## config.mk

```make
export PLATFORM = sky130hd
export DESIGN_NAME = multi_timer_table
export DESIGN_NICKNAME = d
export VERILOG_FILES = /design/src/rtl/core/mtt_pkg.sv /design/src/rtl/core/multi_timer_table.sv /design/src/rtl/core/mtt_cell.sv
export SDC_FILE = /design/constraint.sdc
export NUM_CORES = 2
export LEC_CHECK = 0
export ABC_AREA = 1
export BUFFER_PORTS_ARGS = -buffer_cell sky130_fd_sc_hd__buf_2
export CELL_PAD_IN_SITES_DETAIL_PLACEMENT = 0
export CELL_PAD_IN_SITES_GLOBAL_PLACEMENT = 1
export CORE_AREA = 10 10 388 390
export DETAILED_ROUTE_END_ITERATION = 16
export DIE_AREA = 0 0 398 400
export GPL_TIMING_DRIVEN = 1
export PLACE_DENSITY = 0.8
export SLEW_MARGIN = 40
export SYNTH_ARGS = -nofsm -noshare
export SYNTH_HDL_FRONTEND = slang
export SYNTH_HIERARCHICAL = 1
export SYNTH_SLANG_ARGS = --single-unit
```

## constraint.sdc

```tcl
create_clock -name i_clk -period 5.7 [get_ports i_clk]
set_input_delay 0.855 -clock i_clk [delete_from_list [all_inputs] [get_ports i_clk]]
set_output_delay 0.855 -clock i_clk [all_outputs]
set_load 0.03 [all_outputs]
```

## src/rtl/core/mtt_pkg.sv

```systemverilog
// Shared constants, codes and cell types for the multi-timer table.
package mtt_pkg;

    localparam int TIMER_SLOTS   = 16;
    localparam int SLOT_W        = $clog2(TIMER_SLOTS);
    localparam int INTERVAL_BITS = 16;

    typedef enum logic [1:0] {
        FUNC_TICK    = 2'd0,
        FUNC_ADD     = 2'd1,
        FUNC_DELETE  = 2'd2,
        FUNC_RESTART = 2'd3
    } t_func;

    typedef enum logic [2:0] {
        KIND_EXPIRED  = 3'd0,
        KIND_ADDED    = 3'd1,
        KIND_FULL     = 3'd2,
        KIND_DONE     = 3'd3,
        KIND_BAD_SLOT = 3'd4
    } t_kind;

    typedef enum logic [1:0] {
        CELL_HOLD    = 2'd0,
        CELL_ADVANCE = 2'd1,
        CELL_INSERT  = 2'd2,
        CELL_REMOVE  = 2'd3
    } t_cell_op;

    typedef struct packed {
        logic                     valid;
        logic [SLOT_W-1:0]        slot;
        logic [INTERVAL_BITS-1:0] interval;
        logic [INTERVAL_BITS-1:0] elapsed;
        logic                     rep;
        logic                     expired;
    } t_entry;

    typedef struct packed {
        t_cell_op          op;
        logic              by_slot;
        logic [SLOT_W-1:0] key;
        t_entry            ent;
    } t_cell_cmd;

endpackage

```

## src/rtl/core/multi_timer_table.sv

```systemverilog
// Multi-timer table: a sorted chain of timer cells with a sequencing controller.
// Timers sit in a row of cells in firing order (by interval, ties in insertion
// order); the row shifts as one to insert or remove a timer. One item is worked
// at a time. An add is one insertion pass, a delete one removal pass and a restart
// a removal then an insertion pass, each followed by a reply; a bad slot or a full
// table gets the reply alone. A tick advances every timer, then each expired timer
// is reported and taken out in a removal pass, and a repeat timer then needs an
// insertion pass; a stalled output beat holds back the reply and each report.
module multi_timer_table (
    input  logic                               i_clk,
    input  logic                               i_rst_n,
    input  logic                               i_in_valid,
    output logic                               o_in_stall,
    input  logic [1:0]                         i_func,
    input  logic [mtt_pkg::INTERVAL_BITS-1:0]  i_interval,
    input  logic                               i_repeat_req,
    input  logic [mtt_pkg::SLOT_W-1:0]         i_timer_id,
    output logic                               o_out_valid,
    input  logic                               i_out_stall,
    output logic [2:0]                         o_kind,
    output logic [mtt_pkg::SLOT_W-1:0]         o_slot,
    output logic                               o_last
);
    import mtt_pkg::*;

    typedef enum logic [2:0] {
        ST_IDLE, ST_ADVANCE, ST_SCAN, ST_REMOVE, ST_INSERT, ST_REPLY
    } t_state;

    t_state             r_state;
    t_state             r_ins_next;
    logic [TIMER_SLOTS-1:0] r_used;
    logic               r_restart;
    logic [SLOT_W-1:0]  r_key;
    t_entry             r_pend;
    t_kind              r_reply_kind;
    logic [SLOT_W-1:0]  r_reply_slot;
    logic               r_emitted;
    logic               r_out_valid;
    logic               n_out_valid;
    t_kind              r_kind;
    logic [SLOT_W-1:0]  r_slot;
    logic               r_last;

    t_cell_cmd          cmd;
    t_entry             ents [TIMER_SLOTS];
    logic [TIMER_SLOTS:0] ins_chain;
    logic [TIMER_SLOTS:0] pre_chain;
    logic [TIMER_SLOTS-1:0] sel_vec;
    logic [TIMER_SLOTS-1:0] exp_vec;
    logic [TIMER_SLOTS-1:0] cell_valid;
    t_entry             sel_ent;
    t_entry             pend_ent;
    logic               any_exp;
    logic               more_exp;
    logic               out_free;
    logic [SLOT_W-1:0]  free_slot;

    assign ins_chain[0] = 1'b0;
    assign pre_chain[0] = 1'b0;

    for (genvar g = 0; g < TIMER_SLOTS; g++) begin : g_cell
        t_entry left_ent;
        t_entry right_ent;
        if (g == 0) begin : g_first
            assign left_ent = '0;
        end else begin : g_mid
            assign left_ent = ents[g-1];
        end
        if (g == TIMER_SLOTS - 1) begin : g_tail
            assign right_ent = '0;
        end else begin : g_body
            assign right_ent = ents[g+1];
        end
        mtt_cell u_cell (
            .i_clk      (i_clk),
            .i_rst_n    (i_rst_n),
            .i_cmd      (cmd),
            .i_left     (left_ent),
            .i_right    (right_ent),
            .i_ins_left (ins_chain[g]),
            .i_pre_left (pre_chain[g]),
            .o_entry    (ents[g]),
            .o_ins      (ins_chain[g+1]),
            .o_pre      (pre_chain[g+1]),
            .o_sel      (sel_vec[g])
        );
        assign exp_vec[g]    = ents[g].valid && ents[g].expired;
        assign cell_valid[g] = ents[g].valid;
    end

    assign out_free = !r_out_valid || !i_out_stall;
    assign any_exp  = |exp_vec;
    assign more_exp = |(exp_vec & ~sel_vec);

    always_comb begin
        sel_ent   = '0;
        free_slot = '0;
        for (int i = 0; i < TIMER_SLOTS; i++) begin
            if (sel_vec[i]) begin
                sel_ent = sel_ent | ents[i];
            end
        end
        for (int i = TIMER_SLOTS - 1; i >= 0; i--) begin
            if (!r_used[i]) begin
                free_slot = SLOT_W'(i);
            end
        end
        // A timer taken out of the row goes back in with a cleared count.
        pend_ent         = sel_ent;
        pend_ent.elapsed = '0;
        pend_ent.expired = 1'b0;
    end

    always_comb begin
        n_out_valid = r_out_valid && i_out_stall;
        if (out_free && (((r_state == ST_SCAN) && any_exp) || (r_state == ST_REPLY))) begin
            n_out_valid = 1'b1;
        end
    end

    always_comb begin
        cmd         = '0;
        cmd.op      = CELL_HOLD;
        cmd.by_slot = (r_state == ST_REMOVE);
        cmd.key     = r_key;
        cmd.ent     = r_pend;
        case (r_state)
            ST_ADVANCE: cmd.op = CELL_ADVANCE;
            ST_SCAN:    cmd.op = (any_exp && out_free) ? CELL_REMOVE : CELL_HOLD;
            ST_REMOVE:  cmd.op = CELL_REMOVE;
            ST_INSERT:  cmd.op = CELL_INSERT;
            default:    cmd.op = CELL_HOLD;
        endcase
    end

    always_ff @(posedge i_clk) begin
        if (!i_rst_n) begin
            r_state     <= ST_IDLE;
            r_used      <= '0;
            r_out_valid <= 1'b0;
        end else begin
            r_out_valid <= n_out_valid;
            case (r_state)
                ST_IDLE: begin
                    if (i_in_valid) begin
                        r_key        <= i_timer_id;
                        r_restart    <= (i_func == FUNC_RESTART);
                        r_emitted    <= 1'b0;
                        r_reply_slot <= '0;
                        case (t_func'(i_func))
                            FUNC_TICK: r_state <= ST_ADVANCE;
                            FUNC_ADD: begin
                                if (&r_used) begin
                                    r_reply_kind <= KIND_FULL;
                                    r_state      <= ST_REPLY;
                                end else begin
                                    r_pend.valid      <= 1'b1;
                                    r_pend.slot       <= free_slot;
                                    r_pend.interval   <= i_interval;
                                    r_pend.elapsed    <= '0;
                                    r_pend.rep        <= i_repeat_req;
                                    r_pend.expired    <= 1'b0;
                                    r_used[free_slot] <= 1'b1;
                                    r_reply_kind      <= KIND_ADDED;
                                    r_reply_slot      <= free_slot;
                                    r_ins_next        <= ST_REPLY;
                                    r_state           <= ST_INSERT;
                                end
                            end
                            default: begin
                                if (!r_used[i_timer_id]) begin
                                    r_reply_kind <= KIND_BAD_SLOT;
                                    r_state      <= ST_REPLY;
                                end else begin
                                    r_reply_kind <= KIND_DONE;
                                    r_state      <= ST_REMOVE;
                                end
                            end
                        endcase
                    end
                end
                ST_ADVANCE: r_state <= ST_SCAN;
                ST_SCAN: begin
                    if (!any_exp) begin
                        if (r_emitted) begin
                            r_state <= ST_IDLE;
                        end else begin
                            r_reply_kind <= KIND_DONE;
                            r_state      <= ST_REPLY;
                        end
                    end else if (out_free) begin
                        // Report the first expired timer and pull it out of the row.
                        r_kind    <= KIND_EXPIRED;
                        r_slot    <= sel_ent.slot;
                        r_last    <= !more_exp;
                        r_emitted <= 1'b1;
                        r_pend    <= pend_ent;
                        if (sel_ent.rep) begin
                            r_ins_next <= ST_SCAN;
                            r_state    <= ST_INSERT;
                        end else begin
                            r_used[sel_ent.slot] <= 1'b0;
                        end
                    end
                end
                ST_REMOVE: begin
                    r_pend <= pend_ent;
                    if (r_restart) begin
                        r_ins_next <= ST_REPLY;
                        r_state    <= ST_INSERT;
                    end else begin
                        r_used[r_key] <= 1'b0;
                        r_state       <= ST_REPLY;
                    end
                end
                ST_INSERT: r_state <= r_ins_next;
                ST_REPLY: begin
                    if (out_free) begin
                        r_kind  <= r_reply_kind;
                        r_slot  <= r_reply_slot;
                        r_last  <= 1'b1;
                        r_state <= ST_IDLE;
                    end
                end
                default: r_state <= ST_IDLE;
            endcase
        end
    end

    assign o_in_stall  = (r_state != ST_IDLE);
    assign o_out_valid = r_out_valid;
    assign o_kind      = r_kind;
    assign o_slot      = r_slot;
    assign o_last      = r_last;

    a_sel_onehot: assert property (@(posedge i_clk) disable iff (!i_rst_n)
        $onehot0(sel_vec))
        else $error("more than one cell selected for removal");

    a_idle_no_expired: assert property (@(posedge i_clk) disable iff (!i_rst_n)
        (r_state == ST_IDLE) |-> (exp_vec == '0))
        else $error("expired timer left over after a tick");

    a_idle_count: assert property (@(posedge i_clk) disable iff (!i_rst_n)
        (r_state == ST_IDLE) |-> ($countones(cell_valid) == $countones(r_used)))
        else $error("listed timers disagree with allocated slots");

endmodule

```

## src/rtl/core/mtt_cell.sv

```systemverilog
// One list position of the timer table: holds a timer and trades it with its neighbors.
module mtt_cell (
    input  logic              i_clk,
    input  logic              i_rst_n,
    input  mtt_pkg::t_cell_cmd i_cmd,
    input  mtt_pkg::t_entry   i_left,
    input  mtt_pkg::t_entry   i_right,
    input  logic              i_ins_left,
    input  logic              i_pre_left,
    output mtt_pkg::t_entry   o_entry,
    output logic              o_ins,
    output logic              o_pre,
    output logic              o_sel
);
    import mtt_pkg::*;

    t_entry                   r_ent;
    t_entry                   n_ent;
    logic                     match;
    logic [INTERVAL_BITS-1:0] bumped;

    always_comb begin
        match  = r_ent.valid && (i_cmd.by_slot ? (r_ent.slot == i_cmd.key) : r_ent.expired);
        o_sel  = match && !i_pre_left;
        o_pre  = i_pre_left || match;
        // The new timer goes in front of the first timer with a larger interval.
        o_ins  = !r_ent.valid || (r_ent.interval > i_cmd.ent.interval);
        bumped = (r_ent.elapsed != '1) ? r_ent.elapsed + 1'b1 : r_ent.elapsed;
        n_ent  = r_ent;
        case (i_cmd.op)
            CELL_ADVANCE: begin
                if (r_ent.valid) begin
                    if (bumped >= r_ent.interval) begin
                        n_ent.elapsed = '0;
                        n_ent.expired = 1'b1;
                    end else begin
                        n_ent.elapsed = bumped;
                    end
                end
            end
            CELL_INSERT: begin
                if (i_ins_left) begin
                    n_ent = i_left;
                end else if (o_ins) begin
                    n_ent = i_cmd.ent;
                end
            end
            CELL_REMOVE: begin
                if (o_pre) begin
                    n_ent = i_right;
                end
            end
            default: ;
        endcase
    end

    always_ff @(posedge i_clk) begin
        if (!i_rst_n) begin
            r_ent.valid   <= 1'b0;
            r_ent.expired <= 1'b0;
        end else begin
            r_ent <= n_ent;
        end
    end

    assign o_entry = r_ent;

endmodule
```

==> qor.tcl <==
set qor(syn_area_per_cell_um2) 7.03
set qor(drc_errors) 0
set qor(slew_headroom_pct) 36.3
set qor(run_status) {finished clean}
set qor(worst_path_largest_cell_delay_ns) 0.37
set qor(finalHoldViolCount) 0
set qor(clock-sinks) 689
set qor(pin_count) 37
set qor(final.period_utilization_pct) 91.6
set qor(routed_wire_length_um) 297000
set qor(place.gp.congestion) 0.996
set qor(grt_antenna_before_repair) 10
set qor(finalMaxSlewViolations) 0
set qor(die-width_um) 398
set qor(syn-instance-count) 8877
set qor(utilization_after_layout_pct) 49.3
set qor(detailedRoute.firstPassIterationCount) 9
set qor(layout_min_cycle_time_ns) 5.22
set qor(clock_power_share_pct) 15.6
set qor(tritoncts.num_buffers) 92
set qor(clk_root_buffer_cell) {sky130_fd_sc_hd__clkbuf_16}
set qor(synth-warning-count) 6
set qor(area_growth_pct) 12.8
set qor(via_count_of_the_first_global_routing_pass) 60200
set qor(switching_share_pct) 51.8
set qor(ant_nets) 0
set qor(crit_path_start_kind) {flip-flop}
set qor(route.detailed.wl_per_inst_um) 26.3
set qor(floorplan.die_area_um2) 159000
set qor(static-leakage-power_nw) 32.6
set qor(power_density_nw_per_um2) 572
set qor(grt_first_pass_wirelength_um) 422000
set qor(drt_iter0_markers) 8455
set qor(max-vdd-ir-drop_mv) 0.301
set qor(max-clock-path-buffers) 3
set qor(finalNonFillerCells) 11300
set qor(grt_max_degree) 47
set qor(place.detailed.instances) 11100
set qor(combinationalPowerShare_pct) 51.4
set qor(grt.overflow.total) 0
set qor(critical_path_peak_fanout) 7
set qor(setup.worst_path.end_class) {flip-flop}
set qor(cp_common_cell) {sky130_fd_sc_hd__nand2_1}
set qor(netlist_area_um2) 62400
set qor(total_switching_power_mw) 20.9
set qor(placement.io_buffers) 36
set qor(setup_viol) 0
set qor(critical_path.slowest_cell) {sky130_fd_sc_hd__dfxtp_1}
set qor(power_frac_seq_pct) 33.0
set qor(globalRoute.busiestLayer) {met2}
set qor(arrival_ns) 5.81
set qor(overall_via_count_from_detail_route) 65400
set qor(floorplan.initialDensity_pct) 43.7
set qor(most-common-layout-cells) {sky130_fd_sc_hd__nand2_1, sky130_fd_sc_hd__nor2_1, sky130_fd_sc_hd__inv_1}
set qor(cts_hold_buffers) 0
set qor(clkTransAtPathRegs_ns) 0.06
set qor(num_rows) 139
set qor(max_cap_viols) 0
set qor(timing.fmax_mhz) 192
set qor(critical_path_class) {reg2reg}
set qor(p_int_mw) 19.4
set qor(final_common_cell) {sky130_fd_sc_hd__nand2_1}
set qor(core_region_area_um2) 143000
set qor(routed_via_density) 5.79
set qor(globalRouteMet2Util_pct) 56.1
set qor(layout.nets) 9867
set qor(timing.critical_path.required_ns) 6.28
set qor(tritoncts) {done}
set qor(drive_gt1_share_pct) 8.56
set qor(grt_util_met1_pct) 47.3
set qor(min-delay-path-class) {in2reg}
set qor(worst_clock_skew_ns) 0.0392
set qor(worstMarginPinSlew_ns) 0.955
set qor(dpl.hpwl_um) 226000
set qor(grt_use_total_pct) 35.9
set qor(clock_insertion_delay_worst_skew_ns) 0.74
set qor(die_height_um) 400
set qor(cts_htree_levels) 3
set qor(met3_usage_pct) 6.85
[final timing paths]
kind	cells past startpoint	from	endpoint	slack, ns
max	46	r_state[1]	r_used[12]	0.48
min	3	i_func[0]	r_restart	0.42
max reg2reg	46	r_state[1]	r_used[12]	0.48
min reg2reg	2	r_used[10]	r_used[10]	0.52
[repair_timing]
| action | 4_1_cts | 5_1_grt |
|---|---|---|
| buffers inserted | 0 | 2 |
| setup endpoints to repair | 0 | 19 |
| gates resized for setup | 0 | 9 |
[power groups by stage]
| stage | Clock [mW] | Combinational [mW] | Sequential (mW) |
|---|---|---|---|
| after CTS | 6.30 | 20.2 | 13.1 |
| final | 6.27 | 20.7 | 13.3 |
| after floorplan | 0 | 13.9 | 10.8 |
| after detailed placement | 0 | 20.1 | 13.2 |
| after global routing | 6.47 | 22.9 | 13.3 |
| after global placement | 0 | 19.4 | 13.3 |
[state kept, by name, indices dropped and copies added (netlist names)]
name	flops
r_emitted	1
o_out_valid	1
r_restart	1
r_reply_slot	4
o_kind	3
r_key	4
r_ins_next	2
r_state	3
cmd	22
g_cell.u_cell/o_entry	624
r_reply_kind	3
o_last	1
r_used	16
o_slot	4
[stage by stage]
stage | area [um^2] | hold slack (ns) | power (mW) | setup slack (ns) | TNS (ns)
final | 70400 | 0.421 | 40.3 | 0.479 | 0
after CTS | 70300 | 0.398 | 39.6 | 0.116 | 0
after floorplan | 63700 | 0.465 | 24.6 | 0.338 | 0
after global placement | 67000 | 0.512 | 32.7 | 0.0607 | 0
after detailed placement | 67200 | 0.519 | 33.2 | 0.178 | 0
after global routing | 70400 | 0.421 | 42.7 | -0.000415 | -0.000415
[metal layers]
metal | part of all wire (%) | routed length [um]
met4 | 6.0 | 17900
met5 | 0.048 | 144
met1 | 40 | 120000
met3 | 10 | 30200
met2 | 43 | 129000
[critical path, delay by kind of cell, from the launching register on]
family	cells	cell delay (ns)
simple gates	25	3.12
compound gates	4	0.57
flops	1	0.37
buf+inv	17	0.99
[layout make-up]
cell class                 count  area (um^2)
sequential                   689        20200
timing repair buffer         270         2090
tap                         1903         2380
clock inverter                48          557
clock buffer                 124         2550
multi-input combinational   7126        38400
fill                       14600        72400
antenna                        4         10.0
inverter                    1133         4260
Power figures use the tool's default switching activity.
